--- src/design/b2da_pkg.sv ---
`timescale 1ns / 1ps

package b2da_pkg;

  // Default sizing: 32-bit values need up to 10 decimal digits
  localparam int unsigned VALUE_BITS_DEF = 32;
  localparam int unsigned MAX_DIGITS_DEF = 10;

  // Output character width and ASCII code of '0'
  localparam int unsigned CHAR_W     = 6;
  localparam logic [CHAR_W-1:0] ASCII_ZERO = 6'h30;

  // Converter sequencer states
  typedef enum logic [1:0] {
    ST_IDLE,
    ST_CONVERT,
    ST_EMIT
  } state_e;

endpackage

--- src/design/binary_to_decimal_ascii_top.sv ---
`timescale 1ns / 1ps

// Binary to decimal ASCII converter.
// Input channel: value_i qualified by in_valid_i; an item is taken on a rising
// edge with in_valid_i high and in_stall_o low. Output channel: one item per
// decimal digit on digit_char_o ('0'..'9'), most significant first, no leading
// zeros (zero gives a single '0'); last_digit_o marks the final digit of a run.
// If the value has more than MAX_DIGITS digits, only the low MAX_DIGITS digits
// are sent, leading zeros included.
// Operation: after the accept edge a bit-serial double dabble takes one input
// bit per cycle, then the BCD register is scanned from the top one digit per
// cycle while the output does not stall, skipping leading zeros and sending
// the rest. One value is in work at a time; in_stall_o is high while it is.
// The last digit sits in an output register, so the next value is accepted
// while that digit still waits. Stalls on the output simply hold the scan.
// Reset (rst_ni low, asynchronous) returns to idle and drops out_valid_o.
module binary_to_decimal_ascii_top
  import b2da_pkg::*;
#(
  parameter int unsigned VALUE_BITS = VALUE_BITS_DEF,
  parameter int unsigned MAX_DIGITS = MAX_DIGITS_DEF
) (
  input  logic                  clk_i,
  input  logic                  rst_ni,
  // input channel
  input  logic                  in_valid_i,
  output logic                  in_stall_o,
  input  logic [VALUE_BITS-1:0] value_i,
  // output channel
  output logic                  out_valid_o,
  input  logic                  out_stall_i,
  output logic [CHAR_W-1:0]     digit_char_o,
  output logic                  last_digit_o
);

  localparam int unsigned BCD_W  = 4 * MAX_DIGITS;
  localparam int unsigned CNT_W  = $clog2(VALUE_BITS);
  localparam int unsigned DCNT_W = $clog2(MAX_DIGITS);

  state_e                state_q, state_d;
  logic [VALUE_BITS-1:0] value_q, value_d;
  logic [BCD_W-1:0]      bcd_q, bcd_d;
  logic [CNT_W-1:0]      bit_cnt_q, bit_cnt_d;
  logic [DCNT_W-1:0]     dig_cnt_q, dig_cnt_d;
  logic                  ovf_q, ovf_d;
  logic                  started_q, started_d;
  logic                  out_valid_q, out_valid_d;
  logic [CHAR_W-1:0]     out_char_q, out_char_d;
  logic                  out_last_q, out_last_d;

  logic [BCD_W-1:0]      bcd_adj;
  logic [3:0]            top_digit;
  logic                  in_accept;
  logic                  out_free;
  logic                  last_slot;
  logic                  emit_now;
  logic                  ovf_next;

  // Double dabble correction: add 3 to every digit of 5 or more
  always_comb begin
    bcd_adj = bcd_q;
    for (int i = 0; i < MAX_DIGITS; i++) begin
      if (bcd_q[4*i +: 4] >= 4'd5) begin
        bcd_adj[4*i +: 4] = bcd_q[4*i +: 4] + 4'd3;
      end
    end
  end

  assign in_accept = in_valid_i && (state_q == ST_IDLE);
  assign out_free  = !out_valid_q || !out_stall_i;
  assign top_digit = bcd_q[BCD_W-1 -: 4];
  assign last_slot = (dig_cnt_q == '0);
  assign emit_now  = started_q || (top_digit != 4'd0) || last_slot;
  assign ovf_next  = ovf_q || bcd_adj[BCD_W-1];

  // Sequencer: next state, datapath shifts and output register load
  always_comb begin
    state_d     = state_q;
    value_d     = value_q;
    bcd_d       = bcd_q;
    bit_cnt_d   = bit_cnt_q;
    dig_cnt_d   = dig_cnt_q;
    ovf_d       = ovf_q;
    started_d   = started_q;
    out_valid_d = out_valid_q && out_stall_i;
    out_char_d  = out_char_q;
    out_last_d  = out_last_q;

    unique case (state_q)
      ST_IDLE: begin
        if (in_accept) begin
          value_d   = value_i;
          bcd_d     = '0;
          bit_cnt_d = CNT_W'(VALUE_BITS - 1);
          ovf_d     = 1'b0;
          state_d   = ST_CONVERT;
        end
      end
      ST_CONVERT: begin
        // one input bit per cycle, MSB first; carry out of the top digit
        // means the number has more digits than fit
        bcd_d     = {bcd_adj[BCD_W-2:0], value_q[VALUE_BITS-1]};
        value_d   = {value_q[VALUE_BITS-2:0], 1'b0};
        ovf_d     = ovf_next;
        bit_cnt_d = bit_cnt_q - 1'b1;
        if (bit_cnt_q == '0) begin
          dig_cnt_d = DCNT_W'(MAX_DIGITS - 1);
          started_d = ovf_next;
          state_d   = ST_EMIT;
        end
      end
      ST_EMIT: begin
        // scan digits from the top; leading zeros are dropped silently
        if (!emit_now) begin
          bcd_d     = {bcd_q[BCD_W-5:0], 4'b0};
          dig_cnt_d = dig_cnt_q - 1'b1;
        end else if (out_free) begin
          out_valid_d = 1'b1;
          out_char_d  = ASCII_ZERO + {2'b00, top_digit};
          out_last_d  = last_slot;
          bcd_d       = {bcd_q[BCD_W-5:0], 4'b0};
          dig_cnt_d   = dig_cnt_q - 1'b1;
          started_d   = 1'b1;
          if (last_slot) begin
            state_d = ST_IDLE;
          end
        end
      end
      default: begin
        state_d = ST_IDLE;
      end
    endcase
  end

  // Control registers
  always_ff @(posedge clk_i or negedge rst_ni) begin
    if (!rst_ni) begin
      state_q     <= ST_IDLE;
      bit_cnt_q   <= '0;
      dig_cnt_q   <= '0;
      ovf_q       <= 1'b0;
      started_q   <= 1'b0;
      out_valid_q <= 1'b0;
    end else begin
      state_q     <= state_d;
      bit_cnt_q   <= bit_cnt_d;
      dig_cnt_q   <= dig_cnt_d;
      ovf_q       <= ovf_d;
      started_q   <= started_d;
      out_valid_q <= out_valid_d;
    end
  end

  // Payload registers
  always_ff @(posedge clk_i) begin
    value_q    <= value_d;
    bcd_q      <= bcd_d;
    out_char_q <= out_char_d;
    out_last_q <= out_last_d;
  end

  assign in_stall_o   = (state_q != ST_IDLE);
  assign out_valid_o  = out_valid_q;
  assign digit_char_o = out_char_q;
  assign last_digit_o = out_last_q;

  // Assertions

  // a sent character is always a decimal digit
  assert property (@(posedge clk_i) disable iff (!rst_ni)
    out_valid_o |-> (digit_char_o >= ASCII_ZERO) && (digit_char_o <= ASCII_ZERO + 6'd9))
    else $error("digit character out of range");

  // an accepted value starts conversion from a cleared BCD register
  assert property (@(posedge clk_i) disable iff (!rst_ni)
    in_accept |=> (state_q == ST_CONVERT) && (bcd_q == '0) && !ovf_q)
    else $error("conversion did not start cleanly");

  // conversion hands over to the scan with a full digit count
  assert property (@(posedge clk_i) disable iff (!rst_ni)
    (state_q == ST_CONVERT) && (bit_cnt_q == '0)
      |=> (state_q == ST_EMIT) && (dig_cnt_q == DCNT_W'(MAX_DIGITS - 1)))
    else $error("bad handover to digit scan");

  // leading zeros are only skipped when the number fits
  assert property (@(posedge clk_i) disable iff (!rst_ni)
    (state_q == ST_EMIT) && !started_q |-> !ovf_q)
    else $error("digit skipped on an overflowing value");

  // every BCD digit stays a valid decimal digit while in work
  for (genvar g = 0; g < MAX_DIGITS; g++) begin : g_bcd_chk
    assert property (@(posedge clk_i) disable iff (!rst_ni)
      (state_q != ST_IDLE) |-> (bcd_q[4*g +: 4] <= 4'd9))
      else $error("BCD digit above nine");
  end

endmodule

--- config.mk ---
export PLATFORM = sky130hd
export DESIGN_NAME = binary_to_decimal_ascii_top
export DESIGN_NICKNAME = d
export VERILOG_FILES = /design/src/design/b2da_pkg.sv /design/src/design/binary_to_decimal_ascii_top.sv
export SDC_FILE = /design/constraint.sdc
export NUM_CORES = 1
export LEC_CHECK = 0
export BUFFER_PORTS_ARGS = -buffer_cell sky130_fd_sc_hd__buf_2
export CAP_MARGIN = 25
export CORE_ASPECT_RATIO = 0.75
export CORE_MARGIN = 2
export CORE_UTILIZATION = 40
export DETAILED_ROUTE_END_ITERATION = 10
export HOLD_SLACK_MARGIN = 0.15
export RECOVER_POWER = 25
export SKIP_LAST_GASP = 1
export SLEW_MARGIN = 20
export SYNTH_ARGS = -nofsm -noshare
export SYNTH_HDL_FRONTEND = slang
export SYNTH_SLANG_ARGS = --single-unit
--- constraint.sdc ---
create_clock -name clk_i -period 5.35 [get_ports clk_i]
set_clock_uncertainty 0.2 [all_clocks]
set_input_delay 0.2675 -clock clk_i [delete_from_list [all_inputs] [get_ports clk_i]]
set_output_delay 0.2675 -clock clk_i [all_outputs]
set_load 0.02 [all_outputs]
==> results of run 1 <==
[cell families after synthesis]
family / count (synthesis) / synth area share, %
AOI/OAI and AO/OA: 106 / 13.3
other: 1 / 0.0755
xor gates and xnor gates: 11 / 1.94
muxes: 44 / 9.88
DFF: 91 / 53.6
adders and majority gates: 27 / 6.80
buffers and inverters: 48 / 3.78
and+or+nand+nor: 95 / 10.6
[metrics by stage]
stage | area [µm²] | utilization [%]
detailed placement | 5380 | 44.0
floorplan | 4970 | -
finish | 6020 | 49.3
global route | 6020 | 49.3
global placement | 5350 | 43.8
CTS | 6040 | 49.4
[worst register-to-register path: cells and delay by family (launching register included)]
family          cells  cell delay, ns
compound gates      2            0.60
fa+ha+maj           1            0.44
buf+inv             2            0.62
flops               1            0.40
simple gates        1            0.75
[where the power goes]
part / switching, mW / leakage [nW] / internal, mW
combinational: 0.872 / 1.21 / 0.659
sequential: 0.244 / 0.926 / 1.30
clock: 0.272 / 0.155 / 0.409
total: 1.39 / 2.29 / 2.37
[path summary, 6_finish.rpt]
| check | cells past startpoint | startpoint | to |
|---|---|---|---|
| max | 6 | state_q[1]$_DFFE_PN0P_ | bcd_q[24]$_DFFE_PP_ |
| min | 0 | bcd_q[37]$_DFFE_PP_ | digit_char_o[1]$_DFFE_PP_ |
| max reg2reg | 6 | state_q[1]$_DFFE_PN0P_ | bcd_q[24]$_DFFE_PP_ |
| min reg2reg | 0 | bcd_q[37]$_DFFE_PP_ | digit_char_o[1]$_DFFE_PP_ |
| max in group asynchronous | 2 | rst_ni | bit_cnt_q[3]$_DFFE_PN0P_ |
| min in group asynchronous | 2 | rst_ni | out_valid_o$_DFF_PN0_ |
[cell type report]
| type | count | share of cell area, % |
|---|---|---|
| Clock buffer | 9 | 3.74 |
| Clock inverter | 7 | 1.50 |
| Timing Repair Buffer | 81 | 9.97 |
| Tap cell | 166 | 3.45 |
| Multi-Input combinational cell | 285 | 35.2 |
| Inverter | 31 | 1.93 |
| Sequential cell | 91 | 44.2 |
[sequential cells by signal, indices dropped and copies added (netlist names)]
signal	cells
started_q	1
bcd_q	40
dig_cnt_q	4
digit_char_o	4
value_q	32
state_q	2
ovf_q	1
bit_cnt_q	5
out_valid_o	1
last_digit_o	1
[cell usage in the layout (no fill, tap or decap), drive strengths merged, types with 3 or more instances in the layout]
cell type | netlist | layout
a211oi | 4 | 4
a21o | 5 | 5
a21oi | 26 | 26
a32o | 5 | 5
buf | 3 | 38
clkbuf | 14 | 17
clkinv | 0 | 3
dfrtp | 14 | 14
dlygate4sd3 | 0 | 35
edfxtp | 77 | 77
ha | 27 | 27
inv | 31 | 33
mux2 | 37 | 37
mux2i | 7 | 7
nand2 | 34 | 34
nand2b | 14 | 14
nand3 | 8 | 8
nand3b | 5 | 5
nor2 | 7 | 7
nor2b | 3 | 3
nor3 | 3 | 3
nor3b | 14 | 14
o21ai | 43 | 43
xnor2 | 10 | 10
[per-layer routing]
metal	up-vias	track usage (%)
met5	-	0
met4	0	4.88
met3	8	3.27
met2	70	24.8
met1	1658	19.6
li1	1704	-
==> results by group, run 1 <==
Logic synthesis
  • Share of the yosys chip area belonging to registers: 53.6%
  • Count of state elements after synthesis: 91
  • Total number of yosys warnings: 0
  • Post-Synthesis Cells: 423
  • Main synth FF type: edfxtp_1
  • Post-synth EDFFs: 77
  • Top-count cell post-synth: edfxtp_1
  • Synth area leaders: edfxtp_1 (47%), mux2_2 (8.2%), dfrtp_1 (7.1%), ha_1 (6.8%), o21ai_0 (4.3%)
  • Fraction of registers with async set or reset after synthesis: 15.4%
  • Total standard cell area after synthesis: 4960 µm²
  • Leading cell types by count after synthesis: edfxtp_1 (77), o21ai_0 (43), mux2_2 (36)
  • Leading area contributor after synthesis: edfxtp_1
  • Share of Yosys cell area claimed by the top area cell type: 46.6%
  • Mean area per synthesized cell: 11.7 µm²
  • Library cells used by synthesis: 50

Worst setup path
  • Worst path slowest cell: nand2_1
  • Series of cell instances along the critical path: inv_1 > ha_1 > buf_4 > nand2_1 > a211oi_1 > a21o_1
  • Critical setup path kind: flip-flop to flip-flop
  • Maximum single-stage delay on the critical path: 0.73 ns
  • WP data required: 5.36 ns
  • Top cell family by delay on the critical path: simple AND/OR/NAND/NOR gates
  • Element type at the critical path end: flip-flop
  • Largest fanout on the critical path: 44
  • Data arrival at the endpoint of the critical path: 3.15 ns
  • Sum of buffers and inverters on the critical path: 2
  • CP startpoint kind: flip-flop
  • Worst reg2reg setup slack: 2.21 ns

Global routing
  • GRT Resource Usage Total: 14.9%
  • Maximum number of pins on one net before global-route repair: 45
  • Initial antenna violation count: 0
  • First-pass GRT wire length: 16000 µm
  • Remaining global-route overflow: 0
  • Number of global-route vias before repair: 3371

CTS
  • PostCTS Resize Cnt: 0
  • Buffer levels on the longest clock path: 2
  • Number of post-CTS setup repair buffers: 0
  • CTS sink count: 91
  • Source-to-sink clock delay at the later pin of the worst-skew pair: 0.34 ns
  • Root Driver: clkbuf_16
  • Clock-pin transition on the worst setup and hold timing paths: 0.07 ns
  • CTS Hold Buffers Added: 35
  • H-Tree Depth: 3
  • TritonCTS clock tree: built
  • Number of buffers created by CTS: 9

Finish
  • Layout filler cell count: 1072
  • Area added between synthesis and finish: 21.3%
  • Area taken by multi-input logic gates: 2120 µm²
  • Final Instance Count excl. Fillers: 670
  • Number of diodes: 0
  • Total number of nets in the final design: 562
  • FF+latch area: 2660 µm²
  • Share of final-layout standard cells stronger than drive strength 1: 18.8%

Placement
  • # port buffers: 42
  • Worst-case setup slack after placement: 2.34 ns
  • Placed Cells incl. Taps: 619
  • Dpl hpwl: 6010 µm
  • Gp weighted congestion: 0.766

Routing
  • Length of routed wiring on met1: 4450 µm
  • Met3 WL post-DR: 318 µm
  • Routed length per instance: 13.8 µm
  • ANT nets after route: 0
  • Via count: 3440
  • Residual DRC count: 0
  • Drt initial violations: 202
  • Top routing layer in use: met4
  • Detailed Routing Iterations Pass 1: 5
  • Met2 WL: 4400 µm
  • DRT Wirelength: 9280 µm
  • Routed vias/inst: 5.13

STA
  • Fin. Hold Viols: 0
  • RSZ-0062 raised after global routing: no
  • Worst-Margin Slew: 1.00 ns
  • Highest attainable clock frequency: 318 MHz
  • Final-report max-slew violation count: 0
  • WHS: 0.294 ns
  • Post-route fraction of the period consumed by the critical path: 58.7%
  • Remaining max-slew budget at the tightest pin: 33.0%
  • Setup ws final: 2.21 ns
  • Final setup violation count: 0
  • Final critical-path required period: 3.14 ns
  • Final TNS setup: 0 ns

Run
  • Count of maximum capacitance violations: 0

Floorplan
  • DIE HEIGHT: 100 µm
  • Chip width: 133 µm
  • Total Die Area: 13300 µm²
  • Top-level port count: 45
  • Core Box Area: 12200 µm²
  • Initial cell density of the core: 40.6%
  • Std-Cell Rows: 35

Power
  • Power per unit of standard cell area: 623 nW/µm²
  • Static leakage: 2.29 nW
  • PnR Total Power: 3.75 mW
  • Peak VDD IR: 0.235 mV

Run status
  • Status: finished clean

Hold path
  • Hold WC Path Type: flip-flop to flip-flop
No activity file was read; power rests on OpenSTA's default activity.
==> run 2, diff against run 1 <==
- clock period: 5.35 -> 2.7 ns (I/O delays scaled with it)
==> run 2 against run 1 <==
Compared with the run above:
- non-clock buffer count increased by 4
- count of clock-buffer cells in the layout stayed put
- combinational power grew 100%
- critical endpoint is now dig_cnt_q[0]$_DFFE_PN0P_
==> results by group, run 2 (synthesis results as in run 1) <==
CTS
  • TritonCTS clock tree: built
  • Buffer levels on the longest clock path: 2 (unchanged)
  • CTS Hold Buffers Added: 36 (+2.9%)
  • Number of buffers created by CTS: 9 (unchanged)
  • CTS sink count: 91 (unchanged)
  • H-Tree Depth: 3 (unchanged)
  • Number of post-CTS setup repair buffers: 0 (unchanged)
  • Clock-pin transition on the worst setup and hold timing paths: 0.07 ns (about the same)
  • Source-to-sink clock delay at the later pin of the worst-skew pair: 0.34 ns (about the same)
  • PostCTS Resize Cnt: 0 (unchanged)
  • Root Driver: clkbuf_16

Finish
  • Register containing the most flip-flops in the final layout: bcd_q
  • Top library cells by usage in the layout, fill and taps aside: edfxtp_1 (77), o21ai_0 (43), mux2_2 (36), dlygate4sd3_1 (36), buf_2 (35)
  • Area taken by multi-input logic gates: 2120 µm² (unchanged)
  • Total number of nets in the final design: 566 (+0.71%)
  • Biggest registers after layout: bcd_q: 40 flops, value_q: 32 flops, bit_cnt_q: 5 flops
  • Number of diodes: 0 (unchanged)
  • Max reg flops: 40 (unchanged)
  • Utilization of the core after routing: 49.7% (+0.40 points)
  • Layout filler cell count: 1089 (+1.6%)
  • Most frequent standard cell in the layout excluding fill and tap cells: edfxtp_1
  • Area added between synthesis and finish: 22.3%
  • FF+latch area: 2660 µm² (unchanged)
  • Share of final-layout standard cells stronger than drive strength 1: 19.9% (+1.0 points)

Routing
  • Via count: 3424 (-0.47%)
  • Residual DRC count: 0 (unchanged)
  • Routed length per instance: 14.2 µm (+2.7%)
  • Routed vias/inst: 5.08 (-1.1%)
  • Detailed Routing Iterations Pass 1: 4 (-1)
  • ANT nets after route: 0 (unchanged)
  • DRT Wirelength: 9580 µm (+3.3%)
  • Drt initial violations: 285 (+41%)

STA
  • Remaining max-slew budget at the tightest pin: 53.9% (+21 points)
  • RSZ-0062 raised after global routing: no
  • Final setup violation count: 0 (unchanged)
  • Final-report max-slew violation count: 0 (unchanged)
  • Worst-Margin Slew: 0.689 ns (-0.313 ns)
  • Post-route fraction of the period consumed by the critical path: 92.2% (+33 points)
  • Fin. Hold Viols: 0 (unchanged)
  • Highest attainable clock frequency: 402 MHz (+26%)
  • Final TNS setup: 0 ns (unchanged)
  • Final critical-path required period: 2.49 ns (-0.652 ns)

Global routing
  • GRT Resource Usage Total: 15.4% (+0.52 points)
  • First-pass GRT wire length: 16500 µm (+3.1%)
  • Number of global-route vias before repair: 3376 (+0.15%)
  • Maximum number of pins on one net before global-route repair: 51 (+13%)
  • Initial antenna violation count: 0 (unchanged)
  • Remaining global-route overflow: 0 (unchanged)

Power
  • Static leakage: 2.32 nW (+1.1%)
  • Peak VDD IR: 0.476 mV (+100%)
  • Power per unit of standard cell area: 1240 nW/µm² (+99%)

Worst setup path
  • Largest fanout on the critical path: 4 (-91%)
  • Data arrival at the endpoint of the critical path: 2.52 ns (-0.63 ns)
  • CP startpoint kind: flip-flop
  • Critical setup path kind: flip-flop to flip-flop
  • Element type at the critical path end: flip-flop
  • WP data required: 2.73 ns (-2.63 ns)

Floorplan
  • Total Die Area: 13300 µm² (unchanged)
  • Std-Cell Rows: 35 (unchanged)
  • Core Box Area: 12200 µm² (unchanged)
  • Top-level port count: 45 (unchanged)
  • Initial cell density of the core: 40.6% (unchanged)
  • DIE HEIGHT: 100 µm (unchanged)
  • Chip width: 133 µm (unchanged)

Run
  • Count of maximum capacitance violations: 0 (unchanged)

Run status
  • Status: finished clean

Placement
  • Gp weighted congestion: 0.780 (+1.8%)
  • # port buffers: 42 (unchanged)
  • Dpl hpwl: 6150 µm (+2.3%)

Hold path
  • Hold WC Path Type: flip-flop to flip-flop
## run 2: cell count changes in the layout (fill, tap and decap cells not counted), sizes merged
cell / change
dlygate4sd3: +1
buf: +4
clkbuf: -1
## run 2: cell type report
class                           count  share of cell area [%]
Sequential cell                    91                    43.8
Multi-Input combinational cell    285                    34.9
Timing Repair Buffer               85                    10.5
Clock buffer                        9                    3.71
Tap cell                          166                    3.42
Inverter                           31                    1.92
Clock inverter                      7                    1.65
## run 2: worst max-delay path: stages (launching register included)
cell,delay [ns]
edfxtp_1,0.43
inv_1,0.14
ha_1,0.17
or4b_1,0.48
o2111a_2,0.33
nor3_4,0.30
mux2_4,0.33
## run 2: worst paths after layout
| check | to | cells past startpoint | slack (ns) | from |
|---|---|---|---|---|
| setup / recovery | dig_cnt_q[0]$_DFFE_PN0P_ | 6 | 0.21 | bcd_q[36]$_DFFE_PP_ |
| hold / removal | digit_char_o[1]$_DFFE_PP_ | 0 | 0.27 | bcd_q[37]$_DFFE_PP_ |
| setup reg to reg | dig_cnt_q[0]$_DFFE_PN0P_ | 6 | 0.21 | bcd_q[36]$_DFFE_PP_ |
| hold reg to reg | digit_char_o[1]$_DFFE_PP_ | 0 | 0.27 | bcd_q[37]$_DFFE_PP_ |
| max in group asynchronous | state_q[1]$_DFFE_PN0P_ | 3 | 1.18 | rst_ni |
| min in group asynchronous | started_q$_DFFE_PN0P_ | 3 | 0.69 | rst_ni |
## run 2: per-layer routing
metal  GRT usage [%]  wire [µm]
met5               0          0
met4            4.80        138
met3            3.62        290
met2            24.7       4510
met1            20.9       4650
## run 2: power breakdown
group,total [mW],internal [mW],switching [mW]
logic,3.11,1.35,1.76
registers,3.05,2.57,0.481
clock network,1.37,0.819,0.549
total,7.53,4.74,2.79
## run 2: metrics by stage
| step | std cells | area, µm² | total power, mW | hold slack [ns] | setup WS (ns) |
|---|---|---|---|---|---|
| floorplan | 424 | 4980 | 5.28 | -0.361 | 0.0470 |
| global placement | 622 | 5400 | 6.04 | -0.145 | 0.313 |
| detailed placement | 622 | 5400 | 6.18 | -0.137 | 0.219 |
| CTS | 674 | 6090 | 7.63 | 0.272 | 0.224 |
| global route | 674 | 6070 | 8.15 | 0.290 | 0.115 |
| finish | 674 | 6070 | 7.53 | 0.272 | 0.212 |
